--- config.mk ---
export PLATFORM = sky130hd
export DESIGN_NAME = dxt_block_texel_decoder
export DESIGN_NICKNAME = d
export VERILOG_FILES = /design/src/rtl/dxt_pkg.sv /design/src/rtl/dxt_block_texel_decoder.sv
export SDC_FILE = /design/constraint.sdc
export NUM_CORES = 2
export LEC_CHECK = 0
export ABC_AREA = 0
export BUFFER_PORTS_ARGS = -buffer_cell sky130_fd_sc_hd__buf_2
export CAP_MARGIN = 30
export CORE_AREA = 2 2 329 331
export DETAILED_ROUTE_END_ITERATION = 8
export DIE_AREA = 0 0 331 333
export PLACE_DENSITY = 0.72
export RECOVER_POWER = 50
export SKIP_LAST_GASP = 1
export SYNTH_ARGS = -nofsm -noshare
export SYNTH_HDL_FRONTEND = slang
export SYNTH_SLANG_ARGS = --single-unit
--- constraint.sdc ---
create_clock -name clock -period 10.5 [get_ports clock]
set_input_delay 0.525 -clock clock [delete_from_list [all_inputs] [get_ports clock]]
set_output_delay 0.525 -clock clock [all_outputs]
set_load 0.005 [all_outputs]
--- src/rtl/dxt_pkg.sv ---
package dxt_pkg;

   localparam int CSR_DATA_W = 13;
   localparam int CSR_INDEX_W = 2;
   localparam int DEF_MAX_IMAGE_DIM = 4096;
   localparam logic [CSR_DATA_W-1:0] RESET_IMAGE_DIM = 13'd4096;

   localparam int REQ_DATA_W = 152;
   localparam int RSP_DATA_W = 56;

   localparam logic [1:0] FMT_DXT1 = 2'd0;
   localparam logic [1:0] FMT_DXT3 = 2'd1;

   localparam logic [CSR_INDEX_W-1:0] CSR_BLOCK_FORMAT = 2'd0;
   localparam logic [CSR_INDEX_W-1:0] CSR_IMAGE_WIDTH  = 2'd1;
   localparam logic [CSR_INDEX_W-1:0] CSR_IMAGE_HEIGHT = 2'd2;

   // Reciprocals for the fixed divisors; each is exact over the value range it serves.
   localparam logic [15:0] RECIP_31 = 16'd33826;  // 2^20 scale
   localparam logic [14:0] RECIP_63 = 15'd16645;  // 2^20 scale
   localparam logic [9:0]  RECIP_3  = 10'd683;    // 2^11 scale
   localparam logic [11:0] RECIP_5  = 12'd3277;   // 2^14 scale
   localparam logic [11:0] RECIP_7  = 12'd2341;   // 2^14 scale

   function automatic logic [7:0] expand5(input logic [4:0] c);
      logic [12:0] scaled;
      logic [28:0] prod;
      scaled = 13'(c) * 13'd255;
      prod = 29'(scaled) * 29'(RECIP_31);
      return prod[27:20];
   endfunction

   function automatic logic [7:0] expand6(input logic [5:0] c);
      logic [13:0] scaled;
      logic [28:0] prod;
      scaled = 14'(c) * 14'd255;
      prod = 29'(scaled) * 29'(RECIP_63);
      return prod[27:20];
   endfunction

   function automatic logic [7:0] div3(input logic [9:0] x);
      logic [19:0] prod;
      prod = 20'(x) * 20'(RECIP_3);
      return prod[18:11];
   endfunction

   function automatic logic [7:0] div5(input logic [10:0] x);
      logic [22:0] prod;
      prod = 23'(x) * 23'(RECIP_5);
      return prod[21:14];
   endfunction

   function automatic logic [7:0] div7(input logic [10:0] x);
      logic [22:0] prod;
      prod = 23'(x) * 23'(RECIP_7);
      return prod[21:14];
   endfunction

endpackage

--- src/rtl/dxt_block_texel_decoder.sv ---
// Channel  | Direction | Beat contents
// req      | in        | tdata: block_col, block_row, alpha_half, color_half
// rsp      | out       | tdata: texel_x, texel_y, blue, green, red, alpha; tlast: last_texel
// csr      | in        | write enable, register index, write data
//
// A block beat emits one texel beat per cycle while rsp is not stalled, up to
// 16 texels per block, as many as lie inside the image.  A block with
// no texel inside the image is dropped in its accept cycle.  The next block is
// taken in the cycle its predecessor's last texel moves to the output register,
// so blocks follow without gaps.  Reset is synchronous and clears all control
// state and the configuration registers.  A stalled rsp holds the texel in
// place and stops the texel walk.
module dxt_block_texel_decoder
   import dxt_pkg::*;
#(
   parameter int MAX_IMAGE_DIM = DEF_MAX_IMAGE_DIM
) (
   input  logic                   clock,
   input  logic                   reset,
   input  logic                   req_tvalid,
   output logic                   req_tready,
   // block_col[9:0], block_row[19:10], alpha_half[83:20], color_half[147:84], zeros
   input  logic [REQ_DATA_W-1:0]  req_tdata,
   output logic                   rsp_tvalid,
   input  logic                   rsp_tready,
   // texel_x[11:0], texel_y[23:12], blue[31:24], green[39:32], red[47:40], alpha[55:48]
   output logic [RSP_DATA_W-1:0]  rsp_tdata,
   output logic                   rsp_tlast,
   input  logic                   csr_we,
   input  logic [CSR_INDEX_W-1:0] csr_index,
   input  logic [CSR_DATA_W-1:0]  csr_wdata
);

   localparam int DIM_W = $clog2(MAX_IMAGE_DIM + 1);
   localparam int CMP_W = (DIM_W > CSR_DATA_W) ? DIM_W : CSR_DATA_W;
   localparam logic [CMP_W-1:0] DIM_LIMIT = CMP_W'(MAX_IMAGE_DIM);

   // Configuration
   logic [1:0]            fmt_ff;
   logic [CSR_DATA_W-1:0] width_ff;
   logic [CSR_DATA_W-1:0] height_ff;

   // Block held while its texels are walked
   logic        hold_valid_ff, hold_valid_in;
   logic [9:0]  hold_bx_ff, hold_by_ff;
   logic [63:0] hold_alpha_ff, hold_color_ff;
   logic [7:0]  hold_r0_ff, hold_g0_ff, hold_b0_ff;
   logic [7:0]  hold_r1_ff, hold_g1_ff, hold_b1_ff;
   logic [2:0]  ncol_ff, nrow_ff;
   logic [1:0]  col_ff, col_in, row_ff, row_in;

   // Output register
   logic        rsp_valid_ff, rsp_valid_in;
   logic [11:0] rsp_x_ff, rsp_y_ff;
   logic [7:0]  rsp_b_ff, rsp_g_ff, rsp_r_ff, rsp_a_ff;
   logic        rsp_last_ff;

   logic        req_fire, advance, at_last;
   logic [9:0]  req_bx, req_by;
   logic [63:0] req_alpha, req_color;
   logic [CMP_W-1:0] w_eff, h_eff, base_x, base_y, diff_x, diff_y;
   logic [2:0]  req_ncol, req_nrow;

   logic [7:0]  pr [4];
   logic [7:0]  pg [4];
   logic [7:0]  pb [4];
   logic [7:0]  pa [4];
   logic [7:0]  apal [8];
   logic [7:0]  a0, a1;
   logic        three_color;
   logic [3:0]  p;
   logic [31:0] color_idx;
   logic [47:0] alpha_idx;
   logic [1:0]  ci;
   logic [3:0]  nib;
   logic [2:0]  ai;
   logic [7:0]  av;

   assign req_bx    = req_tdata[9:0];
   assign req_by    = req_tdata[19:10];
   assign req_alpha = req_tdata[83:20];
   assign req_color = req_tdata[147:84];

   // Texels in the block that fall inside the image form a rectangle of
   // req_ncol columns by req_nrow rows from the block's upper left corner.
   always_comb begin
      w_eff  = (CMP_W'(width_ff) > DIM_LIMIT) ? DIM_LIMIT : CMP_W'(width_ff);
      h_eff  = (CMP_W'(height_ff) > DIM_LIMIT) ? DIM_LIMIT : CMP_W'(height_ff);
      base_x = CMP_W'({req_bx, 2'b00});
      base_y = CMP_W'({req_by, 2'b00});
      diff_x = w_eff - base_x;
      diff_y = h_eff - base_y;
      if (w_eff <= base_x) begin
         req_ncol = 3'd0;
      end else if (diff_x >= CMP_W'(4)) begin
         req_ncol = 3'd4;
      end else begin
         req_ncol = diff_x[2:0];
      end
      if (h_eff <= base_y) begin
         req_nrow = 3'd0;
      end else if (diff_y >= CMP_W'(4)) begin
         req_nrow = 3'd4;
      end else begin
         req_nrow = diff_y[2:0];
      end
   end

   assign at_last    = ({1'b0, col_ff} == ncol_ff - 3'd1) && ({1'b0, row_ff} == nrow_ff - 3'd1);
   assign advance    = hold_valid_ff && (!rsp_valid_ff || rsp_tready);
   assign req_tready = !hold_valid_ff || (advance && at_last);
   assign req_fire   = req_tvalid && req_tready;

   // Palettes from the held block
   always_comb begin
      three_color = (fmt_ff == FMT_DXT1) && !(hold_color_ff[15:0] > hold_color_ff[31:16]);
      pr[0] = hold_r0_ff;  pg[0] = hold_g0_ff;  pb[0] = hold_b0_ff;  pa[0] = 8'd255;
      pr[1] = hold_r1_ff;  pg[1] = hold_g1_ff;  pb[1] = hold_b1_ff;  pa[1] = 8'd255;
      pa[2] = 8'd255;
      if (three_color) begin
         pr[2] = 8'((9'(hold_r0_ff) + 9'(hold_r1_ff)) >> 1);
         pg[2] = 8'((9'(hold_g0_ff) + 9'(hold_g1_ff)) >> 1);
         pb[2] = 8'((9'(hold_b0_ff) + 9'(hold_b1_ff)) >> 1);
         pr[3] = 8'd0;
         pg[3] = 8'd0;
         pb[3] = 8'd0;
         pa[3] = 8'd0;
      end else begin
         pr[2] = div3({1'b0, hold_r0_ff, 1'b0} + 10'(hold_r1_ff));
         pg[2] = div3({1'b0, hold_g0_ff, 1'b0} + 10'(hold_g1_ff));
         pb[2] = div3({1'b0, hold_b0_ff, 1'b0} + 10'(hold_b1_ff));
         pr[3] = div3(10'(hold_r0_ff) + {1'b0, hold_r1_ff, 1'b0});
         pg[3] = div3(10'(hold_g0_ff) + {1'b0, hold_g1_ff, 1'b0});
         pb[3] = div3(10'(hold_b0_ff) + {1'b0, hold_b1_ff, 1'b0});
         pa[3] = 8'd255;
      end

      a0 = hold_alpha_ff[7:0];
      a1 = hold_alpha_ff[15:8];
      apal[0] = a0;
      apal[1] = a1;
      if (a0 > a1) begin
         for (int k = 1; k <= 6; k++) begin
            apal[k+1] = div7(11'(a0) * 11'(7 - k) + 11'(a1) * 11'(k));
         end
      end else begin
         for (int k = 1; k <= 4; k++) begin
            apal[k+1] = div5(11'(a0) * 11'(5 - k) + 11'(a1) * 11'(k));
         end
         apal[6] = 8'd0;
         apal[7] = 8'd255;
      end
   end

   // Current texel
   always_comb begin
      p         = {row_ff, col_ff};
      color_idx = hold_color_ff[63:32];
      alpha_idx = hold_alpha_ff[63:16];
      ci        = color_idx[{p, 1'b0} +: 2];
      nib       = hold_alpha_ff[{p, 2'b00} +: 4];
      ai        = alpha_idx[6'(p) * 6'd3 +: 3];
      case (fmt_ff)
         FMT_DXT1: av = pa[ci];
         FMT_DXT3: av = {nib, nib};
         default:  av = apal[ai];
      endcase
   end

   always_comb begin
      hold_valid_in = hold_valid_ff;
      col_in        = col_ff;
      row_in        = row_ff;
      rsp_valid_in  = rsp_valid_ff;
      if (rsp_tready) begin
         rsp_valid_in = 1'b0;
      end
      if (advance) begin
         rsp_valid_in = 1'b1;
         if (at_last) begin
            hold_valid_in = 1'b0;
         end else if ({1'b0, col_ff} == ncol_ff - 3'd1) begin
            col_in = 2'd0;
            row_in = row_ff + 2'd1;
         end else begin
            col_in = col_ff + 2'd1;
         end
      end
      if (req_fire) begin
         hold_valid_in = (req_ncol != 3'd0) && (req_nrow != 3'd0);
         col_in        = 2'd0;
         row_in        = 2'd0;
      end
   end

   always_ff @(posedge clock) begin
      if (reset) begin
         fmt_ff        <= FMT_DXT1;
         width_ff      <= RESET_IMAGE_DIM;
         height_ff     <= RESET_IMAGE_DIM;
         hold_valid_ff <= 1'b0;
         rsp_valid_ff  <= 1'b0;
         col_ff        <= 2'd0;
         row_ff        <= 2'd0;
      end else begin
         hold_valid_ff <= hold_valid_in;
         rsp_valid_ff  <= rsp_valid_in;
         col_ff        <= col_in;
         row_ff        <= row_in;
         if (csr_we) begin
            case (csr_index)
               CSR_BLOCK_FORMAT: fmt_ff    <= csr_wdata[1:0];
               CSR_IMAGE_WIDTH:  width_ff  <= csr_wdata;
               CSR_IMAGE_HEIGHT: height_ff <= csr_wdata;
               default: ;
            endcase
         end
      end
      if (req_fire) begin
         hold_bx_ff    <= req_bx;
         hold_by_ff    <= req_by;
         hold_alpha_ff <= req_alpha;
         hold_color_ff <= req_color;
         hold_r0_ff    <= expand5(req_color[15:11]);
         hold_g0_ff    <= expand6(req_color[10:5]);
         hold_b0_ff    <= expand5(req_color[4:0]);
         hold_r1_ff    <= expand5(req_color[31:27]);
         hold_g1_ff    <= expand6(req_color[26:21]);
         hold_b1_ff    <= expand5(req_color[20:16]);
         ncol_ff       <= req_ncol;
         nrow_ff       <= req_nrow;
      end
      if (advance) begin
         rsp_x_ff    <= {hold_bx_ff, col_ff};
         rsp_y_ff    <= {hold_by_ff, row_ff};
         rsp_b_ff    <= pb[ci];
         rsp_g_ff    <= pg[ci];
         rsp_r_ff    <= pr[ci];
         rsp_a_ff    <= av;
         rsp_last_ff <= at_last;
      end
   end

   assign rsp_tvalid = rsp_valid_ff;
   assign rsp_tdata  = {rsp_a_ff, rsp_r_ff, rsp_g_ff, rsp_b_ff, rsp_y_ff, rsp_x_ff};
   assign rsp_tlast  = rsp_last_ff;

   // A held block always has at least one texel inside the image.
   a_hold_nonempty: assert property (@(posedge clock) disable iff (reset)
      hold_valid_ff |-> (ncol_ff != 3'd0) && (nrow_ff != 3'd0))
      else $error("held block has an empty texel rectangle");

   // The texel walk stays inside the block's rectangle.
   a_walk_in_range: assert property (@(posedge clock) disable iff (reset)
      hold_valid_ff |-> ({1'b0, col_ff} < ncol_ff) && ({1'b0, row_ff} < nrow_ff))
      else $error("texel walk left the visible rectangle");

   // Finishing a block with no new block arriving empties the hold stage.
   a_release: assert property (@(posedge clock) disable iff (reset)
      advance && at_last && !req_fire |=> !hold_valid_ff)
      else $error("hold stage not released after last texel");

   // A new texel beat only appears after a held block fed the output register.
   a_rsp_source: assert property (@(posedge clock) disable iff (reset)
      $rose(rsp_tvalid) |-> $past(hold_valid_ff))
      else $error("texel beat without a held block");

endmodule

==> impl_metrics.ini <==
[outcome]
outcome = complete, but fails checks
failed_checks = max-capacitance violations, max-slew violations

[sta]
fin_crit_ns = 9.202
period_share = 0.8764
hold_viol = 0
worst-slew-pin-transition_ns = 3.369
unrepaired_setup_endpoints_after_global_routing = false
worst_slew_margin_rel = -1.246
setup_total_negative_slack_ns = 0
timing.final.max_slew_violations = 132
fin_hold_ws_ns = 0.1163
finalClockSkew_ns = 0.03422
achievable-frequency_mhz = 108.7
setup_violations = 0
layout_setup_ws_ns = 1.298

[cells_and_area]
seq_area_um2 = 8461
fraction_of_final_layout_cells_sized_beyond_drive_strength_1 = 0.05102
num-nets-final = 8269
fillers = 9023
syn_to_final_growth_pct = 6.815
area_of_the_multi_input_gates_um2 = 46030

[critical_path]
timing.reg2reg.setup_slack_ns = 1.30
reg2reg_to = rsp_a_ff[7]
timing.rr.start = hold_alpha_ff[9]
worst-r2r-cell-count = 33
critPathArrivalTime_ns = 9.62
endpoint_kind = flip-flop
cp.required_ns = 10.92
critical_path_launch_point_type = flip-flop
critical_path_peak_fanout = 10
crit_type = reg -> reg
max_stage_delay_ns = 0.61
crit_slowest_cell = edfxtp_1

[clock_tree]
cts.repair.resized = 0
clockRootBuffer = clkbuf_16
cts.clk_slew.worst_paths_ns = 0.08
cts_inserted_buffers = 35
cts_tree = built
hold_buffers = 0
sinks_on_the_clock_net = 293
h-tree-depth = 2
clock_network_latency_to_the_later_pin_of_the_worst_skew_pair_ns = 0.59
postCtsSetupRepairBufs = 0
max-clock-path-buffers = 3

[place]
dpl.hpwl_mm = 114.9
gpl.final_weighted_congestion = 0.9384
dp_slack_ns = 1.370
io_buffer_count = 226

[floorplan]
rows = 120
die_area_um2 = 110200
floorplan.io_pins = 231
floorplan.initialDensity = 0.5463
die_y_um = 333
die_width_um = 331
core_area_um2 = 106600

[synthesis]
ys_warn_count = 0
post_synth.cell_area_avg_um2 = 10.27
mappedNetlistNets = 8027
synth_area_um2 = 58240
synth_seq_cells = 293
yosys_most_used_dff = edfxtp_1
synth.yosys.seq_area_share = 0.1452
synth.lib_cells_used.distinct = 95
fraction_of_synthesis_flops_using_an_asynchronous_set_or_reset_pin = 0
synth_enable_flop_cells = 259
cell_count_after_synthesis = 5670

[global_route]
antenna_found_initial = 15
grt_pass1_wl_mm = 221.7
grt_start_max_net_pins = 138
grt.overflow.total = 0
first_global_vias = 43360
globalRouteTotalUtil = 0.2506

[hold_path]
critical_hold_path_startpoint = req_tdata[20]
hold_path_class = in -> reg
whs_path_depth = 1
hold_ep = hold_alpha_ff[0]

[route]
routed_wirelength_mm = 135.7
routed_via_density = 5.668
first_iter_violations = 2378
num_vias = 41620
antenna_violating_nets_post_route = 0
drt_drc_violations_left = 0
drt_pass1_iterations = 6
route.detailed.wl_per_inst_um = 18.48

[job]
max_cap_viol_count = 4
synthesized netlist by cell type, drive strengths merged, types with 30 or more instances:
library cell	n	area share
o21a	51	0.0066
nor2	207	0.013
nand2	179	0.012
clkbuf	33	0.0021
nor2b	79	0.0085
nand2b	30	0.0032
o21ai	162	0.014
xor2	101	0.015
a21o	132	0.017
xnor2	281	0.042
nand4	30	0.0032
o21bai	61	0.0079
fa	495	0.17
dfxtp	34	0.012
nand3	45	0.0039
inv	939	0.061
edfxtp	259	0.13
a21oi	311	0.027
nor3	58	0.0050
ha	1690	0.36
mux4	44	0.017
cells in the final DEF, fill, tap and decap left out, types with 58 or more instances in the layout:
master	count
buf_2	117
edfxtp_1	259
a21oi_1	311
nor3_1	58
o21bai_1	61
clkbuf_1	116
ha_1	1690
a21o_1	132
xnor2_1	281
nor2b_1	79
inv_1	938
xor2_1	101
o21ai_0	158
nor2_1	207
nand2_1	177
fa_1	495
layout make-up:
type | count | area share
multi-input combinational | 4386 | 0.7399
tap | 1403 | 0.02822
sequential | 293 | 0.1360
clock buffer | 42 | 0.01547
inverter | 939 | 0.05666
timing repair buffer | 257 | 0.01989
antenna | 1 | 0.00004023
clock inverter | 22 | 0.003801
registers in the layout, indices dropped and copies added (netlist names), 10 cells and up:
signal,count
height_ff,13
hold_alpha_ff,64
hold_bx_ff,10
hold_by_ff,10
hold_color_ff,64
rsp_x_ff,12
rsp_y_ff,12
width_ff,13
how the worst max path moves through the flow:
stage | start | to | cells after the start
global route | hold_alpha_ff[9] | rsp_a_ff[7] | 33
floorplan | req_tdata[92] | hold_g0_ff[7] | 34
finish | hold_alpha_ff[9] | rsp_a_ff[7] | 33
CTS | hold_alpha_ff[9] | rsp_a_ff[7] | 33
detailed placement | req_tdata[105] | hold_g1_ff[7] | 36
global placement | req_tdata[105] | hold_g1_ff[7] | 35
cell families (layout without fill, tap and decap cells):
family                     after synthesis  after routing  share of synthesized area
other                                    0              1                          0
buffers and inverters                  991           1260                    0.06456
muxes                                   90             90                    0.02541
xor gates and xnor gates               384            384                    0.05822
DFF                                    293            293                     0.1452
AOI/OAI and AO/OA                      978            978                     0.1095
adders and majority gates             2185           2185                     0.5332
and+or+nand+nor                        749            749                    0.06385
per-layer routing:
metal	vias up	global-route usage	share of wire
li1	20360	-	-
met1	20070	0.3447	0.45
met2	975	0.4175	0.46
met3	189	0.03358	0.058
met4	22	0.05798	0.024
met5	-	0	0.0010
metrics by stage:
| stage | instances | utilization | area [um^2] |
|---|---|---|---|
| floorplan | 5670 | - | 58240 |
| global placement | 7277 | 0.5736 | 61150 |
| detailed placement | 7277 | 0.5736 | 61150 |
| CTS | 7341 | 0.5848 | 62350 |
| global route | 7343 | 0.5836 | 62210 |
| finish | 7343 | 0.5836 | 62210 |
worst max-delay path, delay by kind of cell (launching register included):
family                     cells  cell delay, ns
xor gates and xnor gates       3            0.91
adders and majority gates      8            3.23
and+or+nand+nor                5            0.91
AOI/OAI and AO/OA             12            2.49
DFF                            1            0.61
buffers and inverters          5            0.89
Power is not shown: default switching activity piles up to over one toggle a cycle in this logic, so the estimate is an artifact.
